[src/hdl/crm_pkg.sv]
`default_nettype none
package crm_pkg;

    // rule modes
    localparam logic [2:0] MODE_NONE    = 3'd0;
    localparam logic [2:0] MODE_DAILY   = 3'd1;
    localparam logic [2:0] MODE_WEEKLY  = 3'd2;
    localparam logic [2:0] MODE_MPOS    = 3'd3;
    localparam logic [2:0] MODE_MDAY    = 3'd4;
    localparam logic [2:0] MODE_YMONTH  = 3'd5;
    localparam logic [2:0] MODE_YDAY    = 3'd6;

    // window bounds
    localparam logic [1:0] LIMIT_ENDLESS  = 2'd0;
    localparam logic [1:0] LIMIT_COUNT    = 2'd1;
    localparam logic [1:0] LIMIT_END_DATE = 2'd2;

    // register indexes
    localparam logic [2:0] REG_RULE_MODE       = 3'd0;
    localparam logic [2:0] REG_PERIOD_MULTIPLE = 3'd1;
    localparam logic [2:0] REG_LIMIT_KIND      = 3'd2;
    localparam logic [2:0] REG_COUNT_SPAN      = 3'd3;
    localparam logic [2:0] REG_START_DATE      = 3'd4;
    localparam logic [2:0] REG_END_DATE        = 3'd5;
    localparam logic [2:0] REG_DAY_PATTERN     = 3'd6;
    localparam logic [2:0] REG_ENTRY_LIST      = 3'd7;

    // floor(x/100) = (x*5243)>>19 for x < 43690
    localparam logic [12:0] DIV100_MUL = 13'd5243;
    // floor(x/7) = (x*9586981)>>26 for x < 2^23
    localparam logic [23:0] DIV7_MUL   = 24'd9586981;
    localparam int          YEAR_BIAS  = 399;

    // steps of the remainder unit and stages of the date converter
    localparam int DIV_W       = 23;
    localparam int CONV_STAGES = 4;

    typedef struct packed {
        logic [13:0] year;
        logic [3:0]  month;
        logic [4:0]  day;
        logic        leap;
        logic [22:0] serial;
        logic [2:0]  weekday;
        logic [8:0]  yday;
        logic [4:0]  mdays;
    } civil_t;

    function automatic logic [8:0] month_base(input logic [3:0] m);
        logic [8:0] b;
        unique case (m)
            4'd1:    b = 9'd0;
            4'd2:    b = 9'd31;
            4'd3:    b = 9'd59;
            4'd4:    b = 9'd90;
            4'd5:    b = 9'd120;
            4'd6:    b = 9'd151;
            4'd7:    b = 9'd181;
            4'd8:    b = 9'd212;
            4'd9:    b = 9'd243;
            4'd10:   b = 9'd273;
            4'd11:   b = 9'd304;
            4'd12:   b = 9'd334;
            default: b = 9'd0;
        endcase
        return b;
    endfunction

    function automatic logic [4:0] month_len(input logic [3:0] m);
        logic [4:0] n;
        unique case (m)
            4'd2:                      n = 5'd28;
            4'd4, 4'd6, 4'd9, 4'd11:   n = 5'd30;
            default:                   n = 5'd31;
        endcase
        return n;
    endfunction

    // floor(x/7) for a 5-bit value
    function automatic logic [2:0] div7_small(input logic [4:0] x);
        logic [2:0] q;
        priority if (x >= 5'd28) q = 3'd4;
        else if (x >= 5'd21)     q = 3'd3;
        else if (x >= 5'd14)     q = 3'd2;
        else if (x >= 5'd7)      q = 3'd1;
        else                     q = 3'd0;
        return q;
    endfunction

endpackage
`default_nettype wire

[src/hdl/crm_mod_pipe.sv]
`default_nettype none
// Restoring remainder, one dividend bit per stage; tag rides along.
module crm_mod_pipe
    import crm_pkg::*;
(
    input  wire logic             aclk,
    input  wire logic [DIV_W-1:0] stage_en,
    input  wire logic [DIV_W-1:0] dividend_i,
    input  wire logic [11:0]      divisor_i,
    input  wire logic             tag_i,
    output logic                  rem_zero_o,
    output logic                  tag_o
);

    logic [11:0]      rem_reg [DIV_W];
    logic [DIV_W-1:0] dvd_reg [DIV_W];
    logic [11:0]      div_reg [DIV_W];
    logic             tag_reg [DIV_W];

    logic [11:0]      src_rem [DIV_W];
    logic [DIV_W-1:0] src_dvd [DIV_W];
    logic [11:0]      src_div [DIV_W];
    logic             src_tag [DIV_W];
    logic [12:0]      trial   [DIV_W];
    logic [11:0]      rem_nxt [DIV_W];

    always_comb begin
        src_rem[0] = 12'd0;
        src_dvd[0] = dividend_i;
        src_div[0] = divisor_i;
        src_tag[0] = tag_i;
        for (int j = 1; j < DIV_W; j++) begin
            src_rem[j] = rem_reg[j-1];
            src_dvd[j] = dvd_reg[j-1];
            src_div[j] = div_reg[j-1];
            src_tag[j] = tag_reg[j-1];
        end
        for (int j = 0; j < DIV_W; j++) begin
            trial[j]   = {src_rem[j], src_dvd[j][DIV_W-1-j]};
            rem_nxt[j] = (trial[j] >= {1'b0, src_div[j]}) ?
                         12'(trial[j] - {1'b0, src_div[j]}) : trial[j][11:0];
        end
    end

    always_ff @(posedge aclk) begin
        for (int j = 0; j < DIV_W; j++) begin
            if (stage_en[j]) begin
                rem_reg[j] <= rem_nxt[j];
                dvd_reg[j] <= src_dvd[j];
                div_reg[j] <= src_div[j];
                tag_reg[j] <= src_tag[j];
            end
        end
    end

    assign rem_zero_o = (rem_reg[DIV_W-1] == 12'd0);
    assign tag_o      = tag_reg[DIV_W-1];

endmodule
`default_nettype wire

[config.mk]
export PLATFORM = sky130hd
export DESIGN_NAME = crm_mod_pipe
export DESIGN_NICKNAME = d
export VERILOG_FILES = /design/src/hdl/crm_pkg.sv /design/src/hdl/crm_mod_pipe.sv
export SDC_FILE = /design/constraint.sdc
export NUM_CORES = 1
export LEC_CHECK = 0
export BUFFER_PORTS_ARGS = -buffer_cell sky130_fd_sc_hd__buf_2
export CORE_ASPECT_RATIO = 1.1
export CORE_MARGIN = 10
export CORE_UTILIZATION = 40
export CTS_BUF_LIST = sky130_fd_sc_hd__clkbuf_8
export CTS_CLUSTER_DIAMETER = 150
export DETAILED_ROUTE_END_ITERATION = 8
export SETUP_SLACK_MARGIN = 0.05
export SLEW_MARGIN = 0
export SYNTH_ARGS = -nofsm -noshare
export SYNTH_HDL_FRONTEND = slang
export SYNTH_SLANG_ARGS = --single-unit
[constraint.sdc]
create_clock -name aclk -period 4.2 [get_ports aclk]
set_clock_uncertainty 0.2 [all_clocks]
set_input_delay 0.21 -clock aclk [delete_from_list [all_inputs] [get_ports aclk]]
set_output_delay 0.21 -clock aclk [all_outputs]
set_load 0.01 [all_outputs]
Word-level counts from Yosys, hierarchy flattened
Memories as Yosys holds them, arrays and structs flattened. Index checks and enable logic that the tools add are counted.

Flip-flop bits (word level): 0. Latch bits: 0. Bits in writable memories: 1104. Memory bits (read-only): 0. Bits of input ports: 60. Output and inout bits: 2. Memories kept: 4.

$add $sub $neg: 23. Multiply operators: 0. Divide/modulo/power cells: 0. Order comparisons: 23. Equal/unequal tests: 0. Shifts and indexed selects: 0. Mux-type cells: 69. Bitwise operators: 0. Reductions and logical operators: 1.

Memories: dvd_reg (words 23, bits a word 23, read ports 22, clocked after memory_dff 0, wr ports 23, line crm_mod_pipe.sv:16) `logic [DIV_W-1:0] dvd_reg [DIV_W];`; div_reg (words 23, bits a word 12, read ports 22, clocked after memory_dff 0, wr ports 23, line crm_mod_pipe.sv:17) `logic [11:0] div_reg [DIV_W];`; rem_reg (words 23, bits a word 12, read ports 23, clocked after memory_dff 0, wr ports 23, line crm_mod_pipe.sv:15) `logic [11:0] rem_reg [DIV_W];`; tag_reg (words 23, bits a word 1, read ports 23, clocked after memory_dff 0, wr ports 23, line crm_mod_pipe.sv:18) `logic tag_reg [DIV_W];`.

Operators by type and width (number): >= comparator 13 x 12 -> 1 bit (22); 2-to-1 mux 12 bit (23); subtractor 12 bit (22); 2-to-1 mux 1 bit (46); >= comparator 1 x 12 -> 1 bit (1); logical NOT 12 bit (1); subtractor 1 x 12 -> 12 bit (1).

Depth between registers and ports, before layout
An unclocked memory read counts as a cell.

Word-level depth: 3. Gate-level depth with buffers: 11. Gate-level depth less buffers: 11.

Worst setup path after synthesis
No wires, ideal clock.

Kind: reg2reg. Start: mem rem_reg[20][0], in the netlist rem_reg[2][48]. End: mem rem_reg[21][2], in the netlist rem_reg[2][62], data pin. Arrival time: 2.732 ns. Required time: 3.740 ns. Slack: 1.008 ns. Stages on the path, launching flop included: 10. Clock period less this slack: 3.192 ns. Path through: edfxtp_1 -> ha_1 -> nor2b_1 -> o31a_1 -> or4_4 -> a221o_2 -> a41oi_2 -> o221ai_2 -> buf_6 -> mux2_4.

RTL lines (line): start: declaration (crm_mod_pipe.sv:15).

==> metrics.txt <==
status=completed; number of synthesized flops with an enable pin=816; TritonCTS clock tree=done; Post-Synthesis Cells=2943; GRT overflow=0; WL per Instance=15.7 µm; Vias/cell=4.95; minimum clock period=3.59 ns; RSZ-0062 raised after global routing=no; final hold vios=0; FF+latch count, synth=816; WP data arrival=3.94 ns; Synth top area share=61.5%; R2R depth=8; CTS max path bufs=3; FILL cells=8987; worst skew pair latency=0.81 ns; CTS buffer count=139; CP required=4.54 ns; Iter 0 DRT Violations=1165; post-synthesis sequential area ratio=61.5%; synth top area cells=edfxtp_1 61%, ha_1 8.3%, mux2_2 4.9%; Multi-input gate area=0.0140 mm²; CP startpoint=rem_reg[2][48]$_DFFE_PP_; Post-Route WL=73.0 mm; die height=351 µm; Syn Nets=3291; area grow syn2layout=14.0%; clock sink count=816; initial antenna violation count=2; max_cap viols=0; Critical R2R Capture=rem_reg[2][62]$_DFFE_PP_; HPWL Detailed=52.4 mm; total power draw=0.0308 W; global placer's final weighted congestion=0.832; DP Cell Count=4290; max reg flops=276; number of global-route vias before repair=23.5k; Post-synth top flop=edfxtp_1; IO Pins=62; Rows=121; R2R Setup Slk=0.61 ns; Die W=321 µm; Synth async-reset ratio=0%; met2 GRT Util=23.6%; RR Startpoint=rem_reg[2][48]$_DFFE_PP_; Max-slew headroom=30.1%; number of antenna-violating nets in the routed design=0; PD cells=677 mW/mm²; root buffer cell=clkbuf_8; Cell variety after synth=64; Synth area leader=edfxtp_1; grt peak-use layer=met2; Yosys Warn Count=0; met3 Track Usage GR=2.72%; TNS Setup=0 ns; Hold Path Depth=4; global-route met1 utilization=15.3%; peak supply drop=0.000396 V; final setup vio count=0; total iterations of the first detailed-routing run=5; Tcrit/Tclk final=85.6%; global-route wire length before repair=120 mm; DRC=0; cts hold-fix bufs=94; Setup CP Type=reg2reg; CP endpoint=rem_reg[2][62]$_DFFE_PP_; Die ar.=0.113 mm²; slew of the pin with the lowest slew margin=1.05 ns; initial core utilization=40.3%; H-tree depth=4; maximum clock frequency=278 MHz; mapped cell area=0.0399 mm²; Avg Inst Size Synth=13.5 µm²; port buffer count=61; Worst Setup End Kind=flip-flop; crit-path max FO=12; largest net degree at the start of global routing=48; vias post-DR=23.0k; post_cts resized=0; total global routing track utilization=13.1%; share of cells above drive strength 1=13.8%; Storage cell area=0.0245 mm²; fin. max-slew vios=0; worst hold-check path type=in2reg; Final Non-Filler Cells=4636; Static Leak=18.0 nW; fin nets=3582; Core ar.=0.0990 mm²; Post-CTS Setup Bufs=0; CP startpoint kind=flip-flop; Worst-path clk slew=0.06 ns; Hold WS=0.112 ns
## Yosys cell counts, types with 22 or more instances
cell type and n:
a211oi_1 39, a21o_1 64, a21oi_1 174, a31oi_1 29, and3_1 25, clkbuf_1 26, edfxtp_1 816, fa_1 22
ha_1 266, inv_1 326, mux2_2 174, mux2i_1 26, nand2_1 107, nand2b_1 60, nand3_1 34, nor2_1 107
nor3_1 45, o21a_1 35, o21ai_0 153, o21bai_1 30, o31ai_1 22, xnor2_1 103, xor2_1 80
## cell families (layout without fill, tap and decap cells)
group	count (synthesis)	in the layout	share of synthesized area, %
DFF	816	816	61.5
AOI/OAI and AO/OA	638	638	10.1
and+or+nand+nor	455	455	5.69
buffers and inverters	354	753	3.35
adders and majority gates	288	288	9.45
muxes	209	209	5.91
xor gates and xnor gates	183	183	4.02
other	0	3	0
## final cells by class
cell class | instances | share of cell area, %
flip-flops and latches | 816 | 53.9
multi-input cells | 1773 | 30.9
clock buffers | 140 | 4.24
well taps | 1291 | 3.55
repair buffers | 178 | 3.12
inverters | 326 | 2.69
clock inverters | 109 | 1.60
diodes | 3 | 0.0165
## worst min-delay path by stage
stage                     slack (ns)                  endpoint            from
after floorplan                 0.11   div_reg[0][0]$_DFFE_PP_    divisor_i[0]
after global placement          0.19  dvd_reg[0][21]$_DFFE_PP_  dividend_i[21]
after detailed placement        0.19   dvd_reg[0][8]$_DFFE_PP_   dividend_i[8]
after CTS                       0.04   rem_reg[0][0]$_DFFE_PP_  dividend_i[22]
after global routing            0.12   rem_reg[0][0]$_DFFE_PP_  dividend_i[22]
final                           0.11   rem_reg[0][0]$_DFFE_PP_  dividend_i[22]
## critical path: stages (launching register included)
cell and delay, ns:
edfxtp_1 0.45, ha_1 0.33, nor2b_1 0.15, o31a_1 0.28
or4_4 0.50, a221o_2 0.40, a41oi_2 0.19, o221ai_2 0.42
mux2_4 0.43
## where the power goes
part,internal (W),total (W),leakage [nW],switching [W]
registers,0.0114,0.0123,7.98,0.000898
clock network,0.00355,0.00683,1.46,0.00328
logic,0.00575,0.0116,8.54,0.00588
## metrics by stage
stage / instance area, µm² / util [%] / worst slack [ns]
2_1_floorplan: 39900 / - / 1.01
3_3_place_gp: 41900 / 42.3 / 0.670
3_5_place_dp: 41900 / 42.3 / 0.618
5_1_grt: 45500 / 45.9 / 0.467
6_report: 45500 / 45.9 / 0.605
4_1_cts: 45500 / 45.9 / 0.589
## layout by cell type (no fill, tap or decap), types with 64 or more instances in the layout
cell,Yosys,final
nand2_1,107,107
a21oi_1,174,174
inv_1,326,358
a21o_1,64,64
edfxtp_1,816,816
xnor2_1,103,103
o21ai_0,153,153
clkbuf_8,0,140
mux2_2,174,174
dlygate4sd3_1,0,94
xor2_1,80,80
nor2_1,107,107
ha_1,266,266
## layer usage
metal	wire, µm	share of wire (%)
met5	0	0
met4	1780	2.4
met2	37900	52
met1	30800	42
met3	2470	3.4
Note: power is estimated with default switching activity, not from simulation.
