File: config.mk
export PLATFORM = sky130hd
export DESIGN_NAME = crm_date_conv
export DESIGN_NICKNAME = d
export VERILOG_FILES = /design/src/hdl/crm_pkg.sv /design/src/hdl/crm_date_conv.sv
export SDC_FILE = /design/constraint.sdc
export NUM_CORES = 1
export LEC_CHECK = 0
export BUFFER_PORTS_ARGS = -buffer_cell sky130_fd_sc_hd__buf_2
export CORE_MARGIN = 1
export CORE_UTILIZATION = 41
export CTS_CLUSTER_SIZE = 25
export DETAILED_ROUTE_END_ITERATION = 10
export MAX_ROUTING_LAYER = met4
export PLACE_DENSITY = 0.62
export SETUP_SLACK_MARGIN = 0.5
export SYNTH_ARGS = -nofsm -noshare
export SYNTH_HDL_FRONTEND = slang
export SYNTH_SLANG_ARGS = --single-unit
File: constraint.sdc
create_clock -name aclk -period 7.46 [get_ports aclk]
set_input_delay 0.373 -clock aclk [delete_from_list [all_inputs] [get_ports aclk]]
set_output_delay 0.373 -clock aclk [all_outputs]
set_load 0.05 [all_outputs]
File: src/hdl/crm_pkg.sv
`default_nettype none
package crm_pkg;

    // rule modes
    localparam logic [2:0] MODE_NONE    = 3'd0;
    localparam logic [2:0] MODE_DAILY   = 3'd1;
    localparam logic [2:0] MODE_WEEKLY  = 3'd2;
    localparam logic [2:0] MODE_MPOS    = 3'd3;
    localparam logic [2:0] MODE_MDAY    = 3'd4;
    localparam logic [2:0] MODE_YMONTH  = 3'd5;
    localparam logic [2:0] MODE_YDAY    = 3'd6;

    // window bounds
    localparam logic [1:0] LIMIT_ENDLESS  = 2'd0;
    localparam logic [1:0] LIMIT_COUNT    = 2'd1;
    localparam logic [1:0] LIMIT_END_DATE = 2'd2;

    // register indexes
    localparam logic [2:0] REG_RULE_MODE       = 3'd0;
    localparam logic [2:0] REG_PERIOD_MULTIPLE = 3'd1;
    localparam logic [2:0] REG_LIMIT_KIND      = 3'd2;
    localparam logic [2:0] REG_COUNT_SPAN      = 3'd3;
    localparam logic [2:0] REG_START_DATE      = 3'd4;
    localparam logic [2:0] REG_END_DATE        = 3'd5;
    localparam logic [2:0] REG_DAY_PATTERN     = 3'd6;
    localparam logic [2:0] REG_ENTRY_LIST      = 3'd7;

    // floor(x/100) = (x*5243)>>19 for x < 43690
    localparam logic [12:0] DIV100_MUL = 13'd5243;
    // floor(x/7) = (x*9586981)>>26 for x < 2^23
    localparam logic [23:0] DIV7_MUL   = 24'd9586981;
    localparam int          YEAR_BIAS  = 399;

    // steps of the remainder unit and stages of the date converter
    localparam int DIV_W       = 23;
    localparam int CONV_STAGES = 4;

    typedef struct packed {
        logic [13:0] year;
        logic [3:0]  month;
        logic [4:0]  day;
        logic        leap;
        logic [22:0] serial;
        logic [2:0]  weekday;
        logic [8:0]  yday;
        logic [4:0]  mdays;
    } civil_t;

    function automatic logic [8:0] month_base(input logic [3:0] m);
        logic [8:0] b;
        unique case (m)
            4'd1:    b = 9'd0;
            4'd2:    b = 9'd31;
            4'd3:    b = 9'd59;
            4'd4:    b = 9'd90;
            4'd5:    b = 9'd120;
            4'd6:    b = 9'd151;
            4'd7:    b = 9'd181;
            4'd8:    b = 9'd212;
            4'd9:    b = 9'd243;
            4'd10:   b = 9'd273;
            4'd11:   b = 9'd304;
            4'd12:   b = 9'd334;
            default: b = 9'd0;
        endcase
        return b;
    endfunction

    function automatic logic [4:0] month_len(input logic [3:0] m);
        logic [4:0] n;
        unique case (m)
            4'd2:                      n = 5'd28;
            4'd4, 4'd6, 4'd9, 4'd11:   n = 5'd30;
            default:                   n = 5'd31;
        endcase
        return n;
    endfunction

    // floor(x/7) for a 5-bit value
    function automatic logic [2:0] div7_small(input logic [4:0] x);
        logic [2:0] q;
        priority if (x >= 5'd28) q = 3'd4;
        else if (x >= 5'd21)     q = 3'd3;
        else if (x >= 5'd14)     q = 3'd2;
        else if (x >= 5'd7)      q = 3'd1;
        else                     q = 3'd0;
        return q;
    endfunction

endpackage
`default_nettype wire

File: src/hdl/crm_date_conv.sv
`default_nettype none
// Four-stage Gregorian date converter: leap flag, day of year, day serial, weekday.
module crm_date_conv
    import crm_pkg::*;
(
    input  wire logic                   aclk,
    input  wire logic [CONV_STAGES-1:0] stage_en,
    input  wire logic [13:0]            year_i,
    input  wire logic [3:0]             month_i,
    input  wire logic [4:0]             day_i,
    output civil_t                      date_o
);

    // stage 1: clamp month, year/100
    logic [3:0]  m_clamp;
    logic [26:0] yprod;
    logic [13:0] y1_reg;
    logic [3:0]  m1_reg;
    logic [4:0]  d1_reg;
    logic [7:0]  yq1_reg;

    assign m_clamp = (month_i < 4'd1) ? 4'd1 : ((month_i > 4'd12) ? 4'd12 : month_i);
    assign yprod   = {13'd0, year_i} * {14'd0, DIV100_MUL};

    always_ff @(posedge aclk) begin
        if (stage_en[0]) begin
            y1_reg  <= year_i;
            m1_reg  <= m_clamp;
            d1_reg  <= day_i;
            yq1_reg <= yprod[26:19];
        end
    end

    // stage 2: leap flag, day of year, month length, biased year/100
    logic [14:0] sy1;
    logic [27:0] syprod;
    logic [13:0] yq_x100;
    logic        leap1;
    logic [8:0]  yday1;
    logic [4:0]  mdays1;
    logic [13:0] y2_reg;
    logic [3:0]  m2_reg;
    logic [4:0]  d2_reg;
    logic        leap2_reg;
    logic [14:0] sy2_reg;
    logic [7:0]  syq2_reg;
    logic [8:0]  yday2_reg;
    logic [4:0]  mdays2_reg;

    assign sy1     = {1'b0, y1_reg} + 15'(YEAR_BIAS);
    assign syprod  = {13'd0, sy1} * {15'd0, DIV100_MUL};
    assign yq_x100 = {6'd0, yq1_reg} * 14'd100;
    assign leap1   = (y1_reg[1:0] == 2'd0) && ((y1_reg != yq_x100) || (yq1_reg[1:0] == 2'd0));
    assign yday1   = month_base(m1_reg) + {8'd0, leap1 && (m1_reg > 4'd2)} + {4'd0, d1_reg};
    assign mdays1  = month_len(m1_reg) + {4'd0, leap1 && (m1_reg == 4'd2)};

    always_ff @(posedge aclk) begin
        if (stage_en[1]) begin
            y2_reg     <= y1_reg;
            m2_reg     <= m1_reg;
            d2_reg     <= d1_reg;
            leap2_reg  <= leap1;
            sy2_reg    <= sy1;
            syq2_reg   <= syprod[26:19];
            yday2_reg  <= yday1;
            mdays2_reg <= mdays1;
        end
    end

    // stage 3: day serial
    logic [23:0] serial_sum;
    civil_t      d3_reg;

    assign serial_sum = {9'd0, sy2_reg} * 24'd365 + {11'd0, sy2_reg[14:2]}
                      - {16'd0, syq2_reg} + {18'd0, syq2_reg[7:2]}
                      + {15'd0, yday2_reg} - 24'd1;

    always_ff @(posedge aclk) begin
        if (stage_en[2]) begin
            d3_reg.year    <= y2_reg;
            d3_reg.month   <= m2_reg;
            d3_reg.day     <= d2_reg;
            d3_reg.leap    <= leap2_reg;
            d3_reg.serial  <= serial_sum[22:0];
            d3_reg.weekday <= 3'd0;
            d3_reg.yday    <= yday2_reg;
            d3_reg.mdays   <= mdays2_reg;
        end
    end

    // stage 4: weekday; 8 = 1 mod 7, so fold octal digits
    logic [23:0] ser_pad;
    logic [5:0]  fold1;
    logic [3:0]  fold2;
    logic [2:0]  wd_mod;
    civil_t      date_next;
    civil_t      date_reg;

    always_comb begin
        ser_pad = {1'b0, d3_reg.serial};
        fold1   = 6'd0;
        for (int g = 0; g < 8; g++) begin
            fold1 = fold1 + {3'd0, ser_pad[3*g +: 3]};
        end
        fold2  = {1'b0, fold1[2:0]} + {1'b0, fold1[5:3]};
        wd_mod = (fold2 >= 4'd7) ? 3'(fold2 - 4'd7) : fold2[2:0];
        date_next         = d3_reg;
        date_next.weekday = wd_mod + 3'd1;
    end

    always_ff @(posedge aclk) begin
        if (stage_en[3]) begin
            date_reg <= date_next;
        end
    end

    assign date_o = date_reg;

endmodule
`default_nettype wire

Word-level counts from Yosys, hierarchy flattened. Memory sizes are Yosys's and may differ from the RTL's. Cells that the tools add are included. Widths: inputs -> output; s select.

Register bits: 217. Memory bits (read-only): 144. Input bits: 28. Output and inout port bits: 64. Word-level logic and storage cells: 73. Memories kept: 1.

$add $sub $neg: 19. Multiply operators: 4. Magnitude comparators: 4. Eq/ne operators: 6. Muxes and demuxes: 3. Reductions and logical operators: 8.

Memories: (no name shown) (words 16, width 9, read ports 1, clocked after Yosys merged registers in 0, wr ports 0, line crm_pkg.sv:51) `unique case (m)`.

Operator list (count): $mul 14x13->27 const B (1); $mul 15x13->27 const B (1); $add 23x13->23 (1); $add 23x6->23 (1); $add 23x9->23 (1); $mul 15x9->23 const B (1); $sub 23x1->23 const B (1); $sub 23x8->23 (1); $add 6x3->6 (3); $add 14x9->15 const B (1); $ne 14x14->1 (1); $mul 8x5->12 const B (1); $add 9x1->9 (1); $add 9x5->9 (1); $add 3x3->4 (2); $eq 4x3->1 const B (2); $eq 4x4->1 const B (2); $add 5x3->6 (1); $add 6x2->6 (1); $add 4x3->5 (1); $add 5x1->5 (1); $eq 4x2->1 const B (1); $ge 4x3->1 const B (1); $gt 4x2->1 const B (1); other kinds (12) (15).

Depth between registers and ports, before layout. Gate-level depths: netlist of the first run.

Depth in word-level cells: 11. Gate-level depth with buffers: 28. Mapped depth without buffers: 28.

Worst setup path before layout of the first run. No wires, ideal clock.

Kind: reg-to-reg. From: register y1_reg[0]. To: register syq2_reg[6], data pin. Library setup time: 0.258 ns. Arrival: 5.942 ns. Data required time: 7.202 ns. Setup slack: 1.260 ns. Stages on the path, launching flop included: 26. Path buffers: 0. Clock period less this slack: 6.200 ns. Cell sequence: edfxtp_1 > inv_1 > ha_1 > nor3b_1 > nor2_1 > a21oi_1 > nand2b_1 > nand4_1 > xnor2_1 > inv_1 > fa_1 > inv_1 > ha_1 > inv_1 > fa_1 > inv_1 > fa_1 > fa_1 > ha_1 > a2111oi_0 > o21ai_0 > o21a_1 > o41ai_4 > o21bai_2 > a21oi_2 > xnor2_1.

Longest elaborated chain between the ends: 2.

RTL lines: from (decl) (line crm_date_conv.sv:17) `logic [13:0] y1_reg;`; from (signal assigned) (line crm_date_conv.sv:27) `y1_reg <= year_i;`; $add 14x9->15 (line crm_date_conv.sv:50) `assign sy1 = {1'b0, y1_reg} + 15'(YEAR_BIAS);`; named net sy1[0] (line crm_date_conv.sv:35) `logic [14:0] sy1;`; $mul 15x13->27 (line crm_date_conv.sv:51) `assign syprod = {13'd0, sy1} * {15'd0, DIV100_MUL};`; named net syprod[25] (line crm_date_conv.sv:36) `logic [27:0] syprod;`; to (signal assigned) (line crm_date_conv.sv:64) `syq2_reg <= syprod[26:19];`; to (decl) (line crm_date_conv.sv:46) `logic [7:0] syq2_reg;`.

The timed path passes the listed nets, and every way through them passes these cells. A chain may end at the register's enable or synchronous reset.

Worst setup path in the final report of the first run.
From: register y1_reg[0]. To: register syq2_reg[7], data pin.

The elaborated chain is that of the path after synthesis.

==> results of run 1 <==
==> synthesized netlist by cell type (4+ instances only) <==
cell	n	area, um2
or3_1	5	31.3
clkbuf_1	8	30.0
edfxtp_1	211	6340
ha_1	333	4170
o21ai_1	4	20.0
o21a_1	6	45.0
nor2b_1	7	43.8
nor2_1	24	90.1
inv_1	444	1670
a211oi_1	4	30.0
nand2b_1	4	25.0
mux2i_1	5	50.1
fa_1	242	4840
xnor2_1	69	604
a21oi_1	37	185
a21o_1	22	165
nand2_1	28	105
a2111oi_0	6	52.6
nand4_1	6	37.5
o21ai_0	24	120
xor2_1	25	219
nand3_1	12	60.1
a31oi_1	4	25.0
nor3_1	9	45.0
==> worst paths after layout <==
check,start,end,slack [ps],cells past startpoint
max,y1_reg[0],syq2_reg[7],860,24
min,month_i[2],m1_reg[2],40,1
max reg2reg,y1_reg[0],syq2_reg[7],860,24
min reg2reg,d3_reg[49],date_o[49],420,0
==> per-stage QoR <==
| step | util | instances | instance area [um2] |
|---|---|---|---|
| after floorplan | - | 1591 | 19500 |
| after global placement | 0.443 | 2283 | 20700 |
| after detailed placement | 0.443 | 2283 | 20700 |
| after CTS | 0.461 | 2331 | 21500 |
| after global routing | 0.462 | 2333 | 21600 |
| final | 0.462 | 2333 | 21600 |
==> final cells by class <==
type                       count  area share
clock buffer                  26      0.0282
multi-input combinational    925       0.532
inverter                     445      0.0774
tap                          607      0.0352
clock inverter                18     0.00893
sequential                   211       0.294
timing repair buffer         101      0.0251
==> cells by family (layout without fill, tap and decap cells) <==
kind of cell / Yosys count / after routing / synth area share
XOR/XNOR: 95 / 95 / 0.0431
adder cells (fa/ha/maj): 575 / 575 / 0.463
flip-flops: 211 / 211 / 0.325
AND/OR/NAND/NOR: 108 / 108 / 0.0271
buffers and inverters: 455 / 590 / 0.0881
multiplexers: 9 / 9 / 0.00546
AO/OA/AOI/OAI: 137 / 137 / 0.0480
other: 1 / 1 / 0.000193
==> per-layer routing <==
layer | share of wire | global-route usage | vias to the layer above
met4 | 0.019 | 0.0382 | 0
met3 | 0.026 | 0.0150 | 41
met1 | 0.44 | 0.196 | 5362
met5 | 0 | - | -
met2 | 0.51 | 0.286 | 139
li1 | - | - | 5350
==> repair_timing <==
item,4_1_cts,5_1_grt
hold buffers,4,0
setup endpoints to repair,2,6
pin swaps,0,1
setup buffers,0,2
gates resized for setup,1,7
hold endpoints to repair,4,0
==> metrics.csv, run 1 <==
metric,value,unit
status,"finished, violations left",
violations,design-rule violations,
timing.fmax,0.152,GHz
dr.pass1.iters,7,
slew_headroom,0.232,
area_delta_synth_final,10.8,%
cap_viol_max_count,0,
portBuffers,91,
vias,10900,
wl_per_cell,15.1,um
synth-seq-cells,211,
rsz0062_at_grt,no,
cp_data_arrival_time,6880,ps
cts_tree,built,
hold_viol_final,0,
die_w,220,um
slew_violations,0,
slowest_delay,510,ps
htree_levels,1,
timing.final.ws_setup,863,ps
dp_slack,476,ps
path_class,flip-flop to flip-flop,
synth_warnings,0,
layout_common_cells,"inv_1, ha_1, fa_1",
synth_cell_type_count,57,
drc,18,
core,0.0467,mm2
drive_gt1_frac,0.0904,
crit_required,7740,ps
vias_per_cell,4.67,
io_pins,92,
postRouteAntennaNets,0,
hold_ws,41.1,ps
fin_nets,2311,
setup_viol,0,
final_common_cell,inv_1,
synth_edf_count,211,
n_fill_cell,4237,
clkSinkCount,211,
crit_path_frequent_cell,fa_1,
grt_pass1_vias,11800,
synthCells,1591,
place_congestion,0.872,
grt_overflow_total,0,
synth_ff_type,edfxtp_1,
grt_pass1_wl,59200,um
numCtsBuffers,24,
multi_input_area,0.0115,mm2
hold_class,primary input to flip-flop,
tightest_slew,1120,ps
crit_path_top_delay_cell,fa_1,
path_delay_family,adder cells,
die_h,220,um
cts_buffer_depth,3,
ys_async_sr_fraction,0,
die_area,0.0484,mm2
final.period_utilization,0.884,
start_kind,flip-flop,
syn-num-nets,2194,
place_hpwl,29800,um
path_clk_slew,60,ps
initial_utilization,0.417,
fin_tns_setup,0,ps
seqCellArea,0.00634,mm2
cp.buffers_inverters,5,
crit_path_end_kind,flip-flop,
rows,79,
clock_latency,550,ps
wirelength,35300,um
post-route-min-period,6600,ps
mappedNetlistArea,0.0195,mm2
cp_max_fo,7,
insertedDiodeCount,0,
crit_chain,inv_2 > ha_1 > nor3b_2 > nor2_1 > a21oi_1 > nand2b_1 > nand4_1 > xnor2_4 > inv_2 > fa_1 > inv_1 > ha_1 > inv_1 > fa_1 > inv_1 > fa_1 > fa_1 > ha_1 > a2111oi_0 > o21ai_0 > o21a_1 > o41ai_4 > o2111ai_1 > xnor2_1,
clockRootBuffer,clkbuf_16,
drtIter0Drc,421,
yosysSeqAreaShare,0.325,
largest_reg_flops,62,
grt_max_degree,63,
antenna_found_initial,0,
gr-usage-all-layers,0.161,
clock_skew,17.3,ps
syn_avg_cell_area,12.2,um2
Power of run 1 is left out: the tool's default activity adds up to more than one toggle a clock period on the data nets, which glitch-free logic cannot reach.
==> run 2: changes to the inputs <==
--- a/config.mk
+++ b/config.mk
@@ -7,11 +7,11 @@
 export LEC_CHECK = 0
 export BUFFER_PORTS_ARGS = -buffer_cell sky130_fd_sc_hd__buf_2
 export CORE_MARGIN = 1
-export CORE_UTILIZATION = 41
+export CORE_UTILIZATION = 50
 export CTS_CLUSTER_SIZE = 25
 export DETAILED_ROUTE_END_ITERATION = 10
 export MAX_ROUTING_LAYER = met4
-export PLACE_DENSITY = 0.62
+export PLACE_DENSITY = 0.72
 export SETUP_SLACK_MARGIN = 0.5
 export SYNTH_ARGS = -nofsm -noshare
 export SYNTH_HDL_FRONTEND = slang
==> metrics.csv, run 2 (synthesized netlist as in run 1, its figures left out) <==
metric,value,unit
final.period_utilization,0.874,
die_w,199,um
gr-usage-all-layers,0.196,
hold_class,primary input to flip-flop,
setup_viol,0,
status,completed,
post-route-min-period,6520,ps
grt_pass1_wl,59000,um
fin_nets,2312,
seqCellArea,0.00634,mm2
cap_viol_max_count,0,
clockRootBuffer,clkbuf_16,
vias_per_cell,4.92,
largest_reg_flops,62,
tightest_slew,1040,ps
crit_required,7740,ps
grt_pass1_vias,12100,
slew_headroom,0.291,
antenna_found_initial,0,
drc,0,
portBuffers,91,
r2r_setup_slack,940,ps
path_class,flip-flop to flip-flop,
cp_data_arrival_time,6790,ps
slew_violations,0,
dr.pass1.iters,4,
cts_buffer_depth,3,
n_fill_cell,3196,
drive_gt1_frac,0.0889,
final_common_cell,inv_1,
met1_usage,0.221,
hold_viol_final,0,
hp-start,month_i[2],
rsz0062_at_grt,no,
insertedDiodeCount,0,
place_congestion,0.920,
die_h,199,um
met2_usage,0.367,
grt_max_degree,63,
core,0.0380,mm2
cts_tree,built,
fin_tns_setup,0,ps
reg2reg_from,y1_reg[3],
path_clk_slew,60,ps
grt_use_met3,0.0208,
multi_input_area,0.0115,mm2
wirelength,35200,um
numCtsBuffers,24,
clock_skew,21.4,ps
die_area,0.0397,mm2
initial_utilization,0.512,
place_hpwl,29700,um
gr-max-usage-layer,met2,
layout_common_cells,"inv_1, ha_1, fa_1",
wl_per_cell,15.8,um
clkSinkCount,211,
start_kind,flip-flop,
rows,71,
crit_path_end_kind,flip-flop,
area_delta_synth_final,9.95,%
crit_start,y1_reg[3],
cp_max_fo,7,
clock_latency,530,ps
timing.fmax,0.153,GHz
grt_overflow_total,0,
io_pins,92,
htree_levels,1,
vias,11000,
postRouteAntennaNets,0,
drtIter0Drc,354,
-- run 2: critical path, cell delays in order (launching register included) --
cell and delay, ps:
edfxtp_1 500, o41ai_2 450, nor2_1 120, or3_1 420, nand3_1 170, xnor2_2 250, inv_1 210, fa_1 540
inv_1 40, ha_1 300, fa_1 480, fa_1 560, inv_1 60, fa_1 520, inv_1 40, ha_1 320
o211ai_1 110, or3_1 310, a21oi_1 180, o31a_1 190, o41ai_4 110, o21bai_2 180, a21oi_2 80, xnor2_1 130
-- run 2: layer usage --
layer / vias up / wire length (um)
met3: 55 / 945
met5: - / 0
li1: 5351 / -
met1: 5412 / 14600
met4: 0 / 930
met2: 172 / 18700
-- run 2: worst paths after layout --
path,to,cells after the start
max,syq2_reg[6],23
min,m1_reg[2],1
max reg2reg,syq2_reg[6],23
min reg2reg,d3_reg[45],0
-- run 2: cell type report --
class | count | area share
Clock buffer | 27 | 0.0286
Clock inverter | 11 | 0.00625
Inverter | 445 | 0.0780
Multi-Input combinational cell | 925 | 0.536
Sequential cell | 211 | 0.296
Tap cell | 511 | 0.0299
Timing Repair Buffer | 102 | 0.0256
-- run 2: what timing repair did --
action                     CTS  global route
gates resized for setup      0             8
buffers inserted             0             2
hold endpoints to repair     4             0
setup endpoints to repair    0             6
hold buffers                 4             0
-- run 2: metrics by stage --
step                utilization  setup WS, ps  hold slack, ps  cell area, um2  instances
finish                    0.563           942            43.6           21400       2232
global route              0.563           546            23.8           21400       2232
CTS                       0.561           602            17.7           21300       2230
detailed placement        0.541           654             405           20600       2188
global placement          0.541           768             403           20600       2188
floorplan                     -          1260             400           19500       1591
Power of run 2 is left out for the same reason.
